File: src/design/decimal_fixed_mul_div_macros.svh
// ----------------------------------------------------------------------------
// Assertion macros for the decimal fixed-point multiply/divide unit
// Shared implication and invariant checks clocked on the rising edge.
// ----------------------------------------------------------------------------
`ifndef DECIMAL_FIXED_MUL_DIV_MACROS_SVH
`define DECIMAL_FIXED_MUL_DIV_MACROS_SVH

// check that ante implies cons in the same cycle
`define DFMD_ASSERT_IMP(label, clk, rst_n, ante, cons, msg) \
    label: assert property (@(posedge clk) disable iff (!rst_n) (ante) |-> (cons)) \
        else $error(msg);

// check that ante implies cons in the next cycle
`define DFMD_ASSERT_NEXT(label, clk, rst_n, ante, cons, msg) \
    label: assert property (@(posedge clk) disable iff (!rst_n) (ante) |=> (cons)) \
        else $error(msg);

`endif

File: src/design/dfmd_pkg.sv
// ----------------------------------------------------------------------------
// dfmd_pkg
// Constants and helper functions for the decimal fixed-point mul/div unit.
// ----------------------------------------------------------------------------
`timescale 1ns / 1ps
`default_nettype none

package dfmd_pkg;

    localparam int FRACTION_DIGITS_DEF = 4;
    localparam int DIGIT_LIMIT         = 9;
    localparam logic [31:0] RECIP10    = 32'hCCCC_CCCD;
    localparam logic CMD_MUL           = 1'b0;
    localparam logic CMD_DIV           = 1'b1;

    function automatic logic [31:0] pow10(input int n);
        logic [31:0] p;
        p = 32'd1;
        for (int i = 0; i < n; i++)
        begin
            p = 32'(p * 32'd10);
        end
        return p;
    endfunction

    function automatic logic [31:0] mag32(input logic signed [31:0] x);
        logic [31:0] m;
        m = x[31] ? 32'(~x + 32'd1) : 32'(x);
        return m;
    endfunction

    function automatic logic signed [4:0] digits_less_one(input logic signed [31:0] x);
        logic [31:0] m;
        logic [4:0]  n;
        m = mag32(x);
        n = 5'd0;
        for (int k = 0; k < 10; k++)
        begin
            if (m >= pow10(k))
            begin
                n = 5'(n + 5'd1);
            end
        end
        return $signed(5'(n - 5'd1));
    endfunction

endpackage

`default_nettype wire

File: src/design/decimal_fixed_mul_div.sv
// ----------------------------------------------------------------------------
// decimal_fixed_mul_div
// Signed 32-bit decimal fixed-point multiply and divide, one transaction at
// a time, built around one shared 32x32 multiplier and a bit-serial divider.
// ----------------------------------------------------------------------------
// A transaction is accepted only while in_stall is low, and in_stall stays
// high until the result is taken. A divide by zero reaches out_valid in the
// cycle after acceptance. A multiply runs a digit-count step, one truncation
// step per dropped operand digit, one step to leave truncation, one product
// step, one step per rescaling digit and one step to finish.
// A divide runs the restoring divider and one product step, and stops there
// when the operands are equal; otherwise the remainder multiply sequence
// follows, and a nonzero remainder adds the fraction digit steps, a second
// divide and its rescaling. The shared multiplier also performs every
// divide by ten.
`timescale 1ns / 1ps
`default_nettype none
`include "decimal_fixed_mul_div_macros.svh"

module decimal_fixed_mul_div #(
    parameter int FRACTION_DIGITS = dfmd_pkg::FRACTION_DIGITS_DEF
) (
    input  wire logic               clk,
    input  wire logic               rst_n,
    input  wire logic               in_valid,
    output logic                    in_stall,
    input  wire logic               cmd,
    input  wire logic signed [31:0] operand_a,
    input  wire logic signed [31:0] operand_b,
    output logic                    out_valid,
    input  wire logic               out_stall,
    output logic signed [31:0]      result
);
    import dfmd_pkg::*;

    typedef enum logic [7:0] {
        S_IDLE    = 8'b0000_0001,
        S_DIGITS  = 8'b0000_0010,
        S_TRUNC_X = 8'b0000_0100,
        S_TRUNC_Y = 8'b0000_1000,
        S_MUL     = 8'b0001_0000,
        S_SCALE   = 8'b0010_0000,
        S_DIVIDE  = 8'b0100_0000,
        S_DONE    = 8'b1000_0000
    } state_t;

    typedef enum logic [1:0] {
        PH_MUL,
        PH_WHOLE,
        PH_REM,
        PH_FRAC
    } phase_t;

    localparam logic [31:0]        UNIT      = pow10(FRACTION_DIGITS);
    localparam logic signed [5:0]  MUL_SCALE = 6'(2 * FRACTION_DIGITS);
    localparam logic signed [5:0]  MUL_TGT   = 6'(FRACTION_DIGITS);
    localparam logic [3:0]         LIM_MUL   = 4'(DIGIT_LIMIT - 1);
    localparam logic [3:0]         LIM_DIV   = 4'(DIGIT_LIMIT);

    state_t                state_reg, state_next;
    phase_t                phase_reg, phase_next;
    logic signed [31:0]    a_reg, a_next, b_reg, b_next;
    logic signed [31:0]    x_reg, x_next, y_reg, y_next;
    logic signed [4:0]     dx_reg, dx_next, dy_reg, dy_next;
    logic signed [5:0]     scale_reg, scale_next, tgt_reg, tgt_next;
    logic [3:0]            limit_reg, limit_next;
    logic signed [31:0]    res_reg, res_next, whole_reg, whole_next;
    logic signed [31:0]    result_reg, result_next;
    logic [31:0]           div_r_reg, div_r_next, div_q_reg, div_q_next;
    logic [31:0]           div_d_reg, div_d_next;
    logic                  div_neg_reg, div_neg_next;
    logic [4:0]            div_cnt_reg, div_cnt_next;

    logic signed [5:0]     digit_sum;
    logic                  trunc_cond;
    logic signed [31:0]    d10_src, d10_res, times10, prod_lo, quot, rem_val;
    logic [31:0]           d10_mag, mul_a, mul_b, d10_q, q_shift;
    logic [63:0]           prod;
    logic [32:0]           r_shift;
    logic [33:0]           r_diff;
    logic                  r_ge;
    logic                  div_zero_fire, div_zero_ok, mul_fire;

    assign in_stall  = (state_reg != S_IDLE);
    assign out_valid = (state_reg == S_DONE);
    assign result    = result_reg;

    assign digit_sum  = 6'(dx_reg) + 6'(dy_reg);
    assign trunc_cond = (digit_sum >= $signed({2'b00, limit_reg}));

    always_comb
    begin
        case (state_reg)
            S_TRUNC_X: d10_src = x_reg;
            S_TRUNC_Y: d10_src = y_reg;
            default:   d10_src = res_reg;
        endcase
    end

    assign d10_mag = mag32(d10_src);
    assign mul_a   = (state_reg == S_MUL) ? x_reg : d10_mag;
    assign mul_b   = (state_reg == S_MUL) ? y_reg : RECIP10;
    assign prod    = 64'(mul_a) * 64'(mul_b);
    assign prod_lo = prod[31:0];
    assign d10_q   = 32'(prod >> 35);
    assign d10_res = d10_src[31] ? 32'(-d10_q) : d10_q;
    assign times10 = 32'((res_reg <<< 3) + (res_reg <<< 1));
    assign rem_val = 32'(a_reg - res_reg);

    assign r_shift = {div_r_reg, div_q_reg[31]};
    assign r_diff  = {1'b0, r_shift} - {2'b00, div_d_reg};
    assign r_ge    = !r_diff[33];
    assign q_shift = {div_q_reg[30:0], r_ge};
    assign quot    = div_neg_reg ? 32'(-q_shift) : q_shift;

    always_comb
    begin
        state_next   = state_reg;
        phase_next   = phase_reg;
        a_next       = a_reg;
        b_next       = b_reg;
        x_next       = x_reg;
        y_next       = y_reg;
        dx_next      = dx_reg;
        dy_next      = dy_reg;
        scale_next   = scale_reg;
        tgt_next     = tgt_reg;
        limit_next   = limit_reg;
        res_next     = res_reg;
        whole_next   = whole_reg;
        result_next  = result_reg;
        div_r_next   = div_r_reg;
        div_q_next   = div_q_reg;
        div_d_next   = div_d_reg;
        div_neg_next = div_neg_reg;
        div_cnt_next = div_cnt_reg;

        case (state_reg)
            S_IDLE:
            begin
                if (in_valid)
                begin
                    a_next = operand_a;
                    b_next = operand_b;
                    if (cmd == CMD_MUL)
                    begin
                        x_next     = operand_a;
                        y_next     = operand_b;
                        scale_next = MUL_SCALE;
                        tgt_next   = MUL_TGT;
                        limit_next = LIM_MUL;
                        phase_next = PH_MUL;
                        state_next = S_DIGITS;
                    end
                    else if (operand_b == 32'sd0)
                    begin
                        result_next = '1;
                        state_next  = S_DONE;
                    end
                    else
                    begin
                        div_r_next   = '0;
                        div_q_next   = mag32(operand_a);
                        div_d_next   = mag32(operand_b);
                        div_neg_next = operand_a[31] ^ operand_b[31];
                        div_cnt_next = '0;
                        phase_next   = PH_WHOLE;
                        state_next   = S_DIVIDE;
                    end
                end
            end
            S_DIGITS:
            begin
                dx_next    = digits_less_one(x_reg);
                dy_next    = digits_less_one(y_reg);
                state_next = S_TRUNC_X;
            end
            S_TRUNC_X:
            begin
                if (trunc_cond)
                begin
                    x_next     = d10_res;
                    dx_next    = 5'(dx_reg - 5'sd1);
                    scale_next = 6'(scale_reg - 6'sd1);
                    state_next = S_TRUNC_Y;
                end
                else
                begin
                    state_next = S_MUL;
                end
            end
            S_TRUNC_Y:
            begin
                if (trunc_cond)
                begin
                    y_next     = d10_res;
                    dy_next    = 5'(dy_reg - 5'sd1);
                    scale_next = 6'(scale_reg - 6'sd1);
                    state_next = S_TRUNC_X;
                end
                else
                begin
                    state_next = S_MUL;
                end
            end
            S_MUL:
            begin
                case (phase_reg)
                    PH_WHOLE:
                    begin
                        whole_next = prod_lo;
                        if (a_reg == b_reg)
                        begin
                            result_next = prod_lo;
                            state_next  = S_DONE;
                        end
                        else
                        begin
                            x_next     = prod_lo;
                            y_next     = b_reg;
                            scale_next = MUL_SCALE;
                            tgt_next   = MUL_TGT;
                            limit_next = LIM_MUL;
                            phase_next = PH_REM;
                            state_next = S_DIGITS;
                        end
                    end
                    PH_FRAC:
                    begin
                        div_r_next   = '0;
                        div_q_next   = mag32(prod_lo);
                        div_d_next   = mag32(b_reg);
                        div_neg_next = prod_lo[31] ^ b_reg[31];
                        div_cnt_next = '0;
                        state_next   = S_DIVIDE;
                    end
                    default:
                    begin
                        res_next   = prod_lo;
                        state_next = S_SCALE;
                    end
                endcase
            end
            S_SCALE:
            begin
                if (scale_reg > tgt_reg)
                begin
                    res_next   = d10_res;
                    scale_next = 6'(scale_reg - 6'sd1);
                end
                else if (scale_reg < tgt_reg)
                begin
                    res_next   = times10;
                    scale_next = 6'(scale_reg + 6'sd1);
                end
                else
                begin
                    case (phase_reg)
                        PH_REM:
                        begin
                            if (rem_val == 32'sd0)
                            begin
                                result_next = whole_reg;
                                state_next  = S_DONE;
                            end
                            else
                            begin
                                x_next     = UNIT;
                                y_next     = rem_val;
                                scale_next = '0;
                                tgt_next   = '0;
                                limit_next = LIM_DIV;
                                phase_next = PH_FRAC;
                                state_next = S_DIGITS;
                            end
                        end
                        PH_FRAC:
                        begin
                            result_next = 32'(res_reg + whole_reg);
                            state_next  = S_DONE;
                        end
                        default:
                        begin
                            result_next = res_reg;
                            state_next  = S_DONE;
                        end
                    endcase
                end
            end
            S_DIVIDE:
            begin
                div_r_next   = r_ge ? r_diff[31:0] : r_shift[31:0];
                div_q_next   = q_shift;
                div_cnt_next = 5'(div_cnt_reg + 5'd1);
                if (div_cnt_reg == 5'd31)
                begin
                    if (phase_reg == PH_WHOLE)
                    begin
                        x_next     = quot;
                        y_next     = UNIT;
                        state_next = S_MUL;
                    end
                    else
                    begin
                        res_next   = quot;
                        state_next = S_SCALE;
                    end
                end
            end
            S_DONE:
            begin
                if (!out_stall)
                begin
                    state_next = S_IDLE;
                end
            end
            default:
            begin
                state_next = S_IDLE;
            end
        endcase
    end

    always_ff @(posedge clk or negedge rst_n)
    begin
        if (!rst_n)
        begin
            state_reg <= S_IDLE;
            phase_reg <= PH_MUL;
        end
        else
        begin
            state_reg <= state_next;
            phase_reg <= phase_next;
        end
    end

    always_ff @(posedge clk)
    begin
        a_reg       <= a_next;
        b_reg       <= b_next;
        x_reg       <= x_next;
        y_reg       <= y_next;
        dx_reg      <= dx_next;
        dy_reg      <= dy_next;
        scale_reg   <= scale_next;
        tgt_reg     <= tgt_next;
        limit_reg   <= limit_next;
        res_reg     <= res_next;
        whole_reg   <= whole_next;
        result_reg  <= result_next;
        div_r_reg   <= div_r_next;
        div_q_reg   <= div_q_next;
        div_d_reg   <= div_d_next;
        div_neg_reg <= div_neg_next;
        div_cnt_reg <= div_cnt_next;
    end

    assign div_zero_fire = in_valid && !in_stall && (cmd == CMD_DIV) && (operand_b == 32'sd0);
    assign div_zero_ok   = out_valid && (result == -32'sd1);
    assign mul_fire      = in_valid && !in_stall && (cmd == CMD_MUL);

    `DFMD_ASSERT_IMP(a_busy_while_out, clk, rst_n, out_valid, in_stall, "valid while idle")
    `DFMD_ASSERT_NEXT(a_div_zero, clk, rst_n, div_zero_fire, div_zero_ok, "div by zero result")
    `DFMD_ASSERT_NEXT(a_mul_start, clk, rst_n, mul_fire, state_reg == S_DIGITS, "no digit count")

endmodule

`default_nettype wire
File: config.mk
export PLATFORM = sky130hd
export DESIGN_NAME = decimal_fixed_mul_div
export DESIGN_NICKNAME = d
export VERILOG_FILES = /design/src/design/dfmd_pkg.sv /design/src/design/decimal_fixed_mul_div.sv
export VERILOG_INCLUDE_DIRS = /design/src /design/src/design
export SDC_FILE = /design/constraint.sdc
export NUM_CORES = 2
export LEC_CHECK = 0
export ABC_CLOCK_PERIOD_IN_PS = 14800
export BUFFER_PORTS_ARGS = -buffer_cell sky130_fd_sc_hd__buf_4
export CORE_MARGIN = 3
export CORE_UTILIZATION = 45
export CTS_BUF_LIST = sky130_fd_sc_hd__clkbuf_2
export CTS_CLUSTER_DIAMETER = 80
export DETAILED_ROUTE_END_ITERATION = 10
export GPL_TIMING_DRIVEN = 0
export SLEW_MARGIN = 0
export SYNTH_ARGS = -nofsm -noshare
export SYNTH_HDL_FRONTEND = slang
export SYNTH_SLANG_ARGS = --single-unit
export TNS_END_PERCENT = 30
File: constraint.sdc
create_clock -name clk -period 14.8 [get_ports clk]
set_clock_uncertainty 0.05 [all_clocks]
set_input_delay 1.48 -clock clk [delete_from_list [all_inputs] [get_ports clk]]
set_output_delay 1.48 -clock clk [all_outputs]
set_load 0.03 [all_outputs]
# == Yosys cells after proc, flatten, opt, wreduce, memory -nomap -nowiden ==
# Index checks and enable logic that the tools add are counted.
# word_totals
reg_bits,362
inputBits,69
out_inout_bits,34
word_cells,331
# classes
add_sub_neg,39
mul,1
n_lt_le_gt_ge,23
eq_ne,40
muxes,172
bitwise,9
n_reduce_logical,28
# ops
cell,count
$mux W32,58
$pmux W32 S3,4
$pmux W32 S5,2
$mux W5,46
$add A32 B1 Y32 const B,7
$not A32 Y32,7
$pmux W32 S2,3
$mux W6,16
$add A5 B1 Y5 const B,19
$mux W8,10
$add A32 B32 Y32,2
$ge A32 B1 Y1 const B,2
$ge A32 B10 Y1 const B,2
$ge A32 B14 Y1 const B,2
$ge A32 B17 Y1 const B,2
$ge A32 B20 Y1 const B,2
$ge A32 B24 Y1 const B,2
$ge A32 B27 Y1 const B,2
$ge A32 B30 Y1 const B,2
$ge A32 B4 Y1 const B,2
$ge A32 B7 Y1 const B,2
$logic_not A32 Y1,2
$mul A32 B32 Y64,1
$pmux W8 S8,1
52 further kinds,114

# == Logic depth before layout (Yosys ltp) ==
# logic_depth
depth_word,35
depth_mapped,53
mapped_depth_nobuf,53

# == Worst setup path after synthesis ==
# No wires, ideal clock.
# synth_path
path_type,register to register
from,register state_reg[7]
to,register res_reg[27] (data pin)
setup_ps,259
arrival_time_ps,12153
setup_slack_ps,2338
stages_incl_launch_ff,52
path_buffers,2
synth_period_minus_slack_ps,12462
cell_sequence,dfrtp_1 > nor4_1 > nor3b_1 > and3_1 > nor2_1 > nand2_1 > o21ai_0 > a21o_1 > inv_1 > ha_1 > inv_1 > nor3_1 > nand2_1 > nor2_1 > and2_1 > a21oi_1 > xor2_1 > nor2_1 > [... 16 more ...] > clkbuf_1 > a21o_1 > a21o_1 > a21o_1 > a21o_1 > a21oi_1 > o221ai_1 > o21ai_0 > o21ai_0 > o21ai_0 > o21a_1 > o311ai_0 > a2111oi_0 > nand4b_1 > o21ai_0 > xor2_1 > o21ai_0 > a211o_1
# synth_between
elab_chain_len,11
word_cells_on_any_way,17
# synth_lines
item,line,rtl
from (decl),decimal_fixed_mul_div.sv:60,"state_t state_reg, state_next;"
from (signal assigned),decimal_fixed_mul_div.sv:333,state_reg <= state_next;
$eq A8 B4 Y1 or $eq A8 B3 Y1 (tied branches),decimal_fixed_mul_div.sv:93,case (state_reg)
$pmux W32 S2,decimal_fixed_mul_div.sv:93,
$not A32 Y32,dfmd_pkg.sv:28,m = x[31] ? 32'(~x + 32'd1) : 32'(x);
$add A32 B1 Y32,dfmd_pkg.sv:28,
$mux W32,dfmd_pkg.sv:28,
$mux W32,decimal_fixed_mul_div.sv:101,assign mul_a = (state_reg == S_MUL) ? x_reg : d10_mag;
$mul A32 B32 Y64,decimal_fixed_mul_div.sv:103,assign prod = 64'(mul_a) * 64'(mul_b);
$neg A29 Y32,decimal_fixed_mul_div.sv:106,assign d10_res = d10_src[31] ? 32'(-d10_q) : d10_q;
$mux W32,decimal_fixed_mul_div.sv:106,
$mux W32,decimal_fixed_mul_div.sv:246,if (scale_reg > tgt_reg)
$pmux W32 S3 (*),decimal_fixed_mul_div.sv:138,case (state_reg)
net res_next[27],decimal_fixed_mul_div.sv:67,"logic signed [31:0] res_reg, res_next, whole_reg, whole_next;"
to (signal assigned),decimal_fixed_mul_div.sv:349,res_reg <= res_next;
to (decl),decimal_fixed_mul_div.sv:67,
# The timed path passes the listed nets; every way through them passes the cells marked *. The select of a mux whose other input is x is not followed.
# A chain may end at the register's enable or synchronous reset.

# == Worst setup path after layout ==
# layout_path
from,register state_reg[3]
to,register x_reg[31] (data pin)
# layout_between
elab_chain_len,11
word_cells_on_any_way,19
# layout_lines
item,line,rtl
$eq A8 B4 Y1 or $eq A8 B3 Y1 (tied branches),"decimal_fixed_mul_div.sv:93, decimal_fixed_mul_div.sv:138",
$pmux W32 S2,decimal_fixed_mul_div.sv:93,
$not A32 Y32,dfmd_pkg.sv:28,
$add A32 B1 Y32,dfmd_pkg.sv:28,
$mux W32,dfmd_pkg.sv:28,
$mux W32,decimal_fixed_mul_div.sv:101,
$mul A32 B32 Y64,decimal_fixed_mul_div.sv:103,
$neg A29 Y32,decimal_fixed_mul_div.sv:106,
$mux W32,decimal_fixed_mul_div.sv:106,
$mux W32,decimal_fixed_mul_div.sv:180,if (trunc_cond)
$pmux W32 S5 (*),decimal_fixed_mul_div.sv:138,
net x_next[31],decimal_fixed_mul_div.sv:63,"logic signed [31:0] x_reg, x_next, y_reg, y_next;"
to (signal assigned),decimal_fixed_mul_div.sv:342,x_reg <= x_next;
to (decl),decimal_fixed_mul_div.sv:63,
# Marks and branches as above.

==> impl_metrics.yaml <==
status:
  result_of_the_run: "finished, violations left"
  violations_in_the_final_reports: "capacitance limit, slew limit, setup timing"
synthesis:
  ys_async_sr_fraction: 0.02825
  mappedNetlistNets: 9057
  synthCells: 7655
  synth_edf_count: 344
  post_synthesis_mean_instance_area_um2: 8.589
  yosys.cell_types.count: 101
  fraction_of_the_yosys_area_taken_by_sequential_cells: 0.1609
  synth_top_flop_cell: "edfxtp_1"
  yosys_reg_bits: 354
  synth.yosys.warnings: 0
  mappedNetlistArea_um2: 65750
global_routing:
  grt_antenna_before_repair: 49
  largest_net_degree_at_the_start_of_global_routing: 65
  vias_in_the_first_global_route: 62920
  globalRouteTotalUtil: 0.4547
  grt-ovfl-total: 0
  global_route_wire_length_before_repair_um: 481100
cells_and_area:
  fin_nets: 9312
  area_growth_pct: 9.426
  fin_cells: 9919
  mostFrequentLayoutCell: "inv_1"
  num-fill-cells: 14330
  layout-drive-gt1-share: 0.07296
  most-common-layout-cells: "inv_1, fa_1, nand2_1, nor2_1, ha_1"
critical_path:
  timing.critical_path.mode_cell: "fa_1"
  crit_family: "adder cells"
  regToRegSetupSlack_ps: -220
  timing.critical_path.buf_inv: 10
  cp-end-kind: "flip-flop"
  worstSetupPathType: "reg -> reg"
  largest_fanout_on_the_critical_path: 10
  cpMaxStageDelayCell: "clkbuf_1"
  worst-endpoint-required_ps: 15740
  worstPathArrival_ps: 15960
  worstSetupStartpointType: "flip-flop"
  slowest_delay_ps: 1190
drt:
  post_drt_via_cell_ratio: 6.465
  routed_wire_length_per_instance_um: 35.04
  ant_nets: 0
  route.vias.total: 64130
  drc: 0
  drt_pre_antenna_iters: 9
  routed_wirelength_um: 347600
  drt-initial-drc-count: 8283
timing:
  maxSlewViolCount: 133
  maximum_clock_rate_ghz: 0.06658
  final_hold_viol_count: 0
  final.min_clock_period_ps: 15020
  final.setup.worst_slack_ps: -219.3
  tightestPinTransition_ps: 1624
  setup_viol_count_final: 20
  finalCritPeriodShare: 1.015
  maxSlewHeadroom: -0.08610
place:
  dp_cells: 9706
  post-dp-hpwl_um: 278500
  place.gp.congestion: 1.081
  place.port_buffers: 102
floorplanning:
  die_height_um: 388.2
  floorplan.core_area_um2: 144400
  die-area_um2: 150700
  floorplan.initialDensity: 0.4555
  floorplan.rows: 139
  fp.dieW_um: 388.2
  io_pins: 103
run:
  max-cap-violations: 13
clocking:
  clock_tree.buffer_depth: 3
  htreeDepth: 3
  tritoncts_num_sinks: 354
  clock-root-buffer: "clkbuf_2"
  tritoncts: "yes"
  clkLatencyLatePin_ps: 1310
  tritoncts.num_buffers: 82
  cts.reportedPaths.clkPinSlew_ps: 140
worst_hold_path:
  min-delay-path-class: "in -> reg"
per-stage QoR:
stage | util | TNS [ps] | setup slack (ps) | area [µm²] | hold WS (ps)
final | 0.4984 | -1218 | -219.3 | 71940 | 297.9
after global routing | 0.4978 | -4.656 | -4.656 | 71860 | 239.1
after CTS | 0.4949 | -33.02 | -33.02 | 71440 | 154.6
after detailed placement | 0.4843 | -227780 | -3430 | 69910 | 537.8
after global placement | 0.4773 | -352590 | -4444 | 68890 | 531.2
after floorplan | - | 0 | 2338 | 65750 | 510.0
kinds of logic after synthesis:
group	Yosys count	share of synthesized area
fa+ha+maj	1333	0.3566
xor+xnor	490	0.06649
compound gates	1436	0.1420
flops	354	0.1609
simple gates	2461	0.1780
buf+inv	1531	0.08817
mux	50	0.007803
layout make-up:
type                            count  area, µm²  area share
Clock inverter                     50      390.4    0.005426
Buffer                            432       1737     0.02414
Inverter                         1093       4103     0.05703
Antenna cell                       39      97.59    0.001357
Clock buffer                      101      505.5    0.007026
Tap cell                         1903       2381     0.03310
Multi-Input combinational cell   5770      50350      0.6998
Timing Repair Buffer              177       1800     0.02503
Sequential cell                   354      10580      0.1471
cells in the mapped netlist (133+ instances only):
cell type  count  share of area
inv_1       1091          0.062
a21oi_1      367          0.028
nand2_1      774          0.044
clkbuf_1     390          0.022
ha_1         432          0.082
fa_1         901           0.27
o21ai_0      342          0.026
xnor2_1      307          0.041
nand3_1      133          0.010
edfxtp_1     344           0.16
and3_1       262          0.025
nor2_1       698          0.040
xor2_1       175          0.023
timing repair:
item,in CTS,in global routing
hold endpoints to repair,9,0
hold buffers,1,0
buffers inserted,17,9
pin swaps,9,3
setup endpoints to repair,120,79
resized for setup,99,64
metal layers:
metal / vias to the layer above / wire [µm] / track usage
met3: 1353 / 37520 / 0.1147
li1: 26190 / - / -
met2: 4679 / 149600 / 0.6885
met5: - / 57 / 0
met1: 31900 / 125000 / 0.5506
met4: 8 / 35380 / 0.3653
worst paths after layout:
kind | from | to | depth (start not counted)
setup / recovery | state_reg[3] | x_reg[31] | 39
hold / removal | operand_b[31] | b_reg[31] | 1
setup reg to reg | state_reg[3] | x_reg[31] | 39
hold reg to reg | div_r_reg[3] | div_r_reg[4] | 2
max in group asynchronous | rst_n | state_reg[0] | 2
min in group asynchronous | rst_n | state_reg[1] | 2
Power is not shown: default switching activity piles up to over one toggle a cycle in this logic, so the estimate is an artifact.
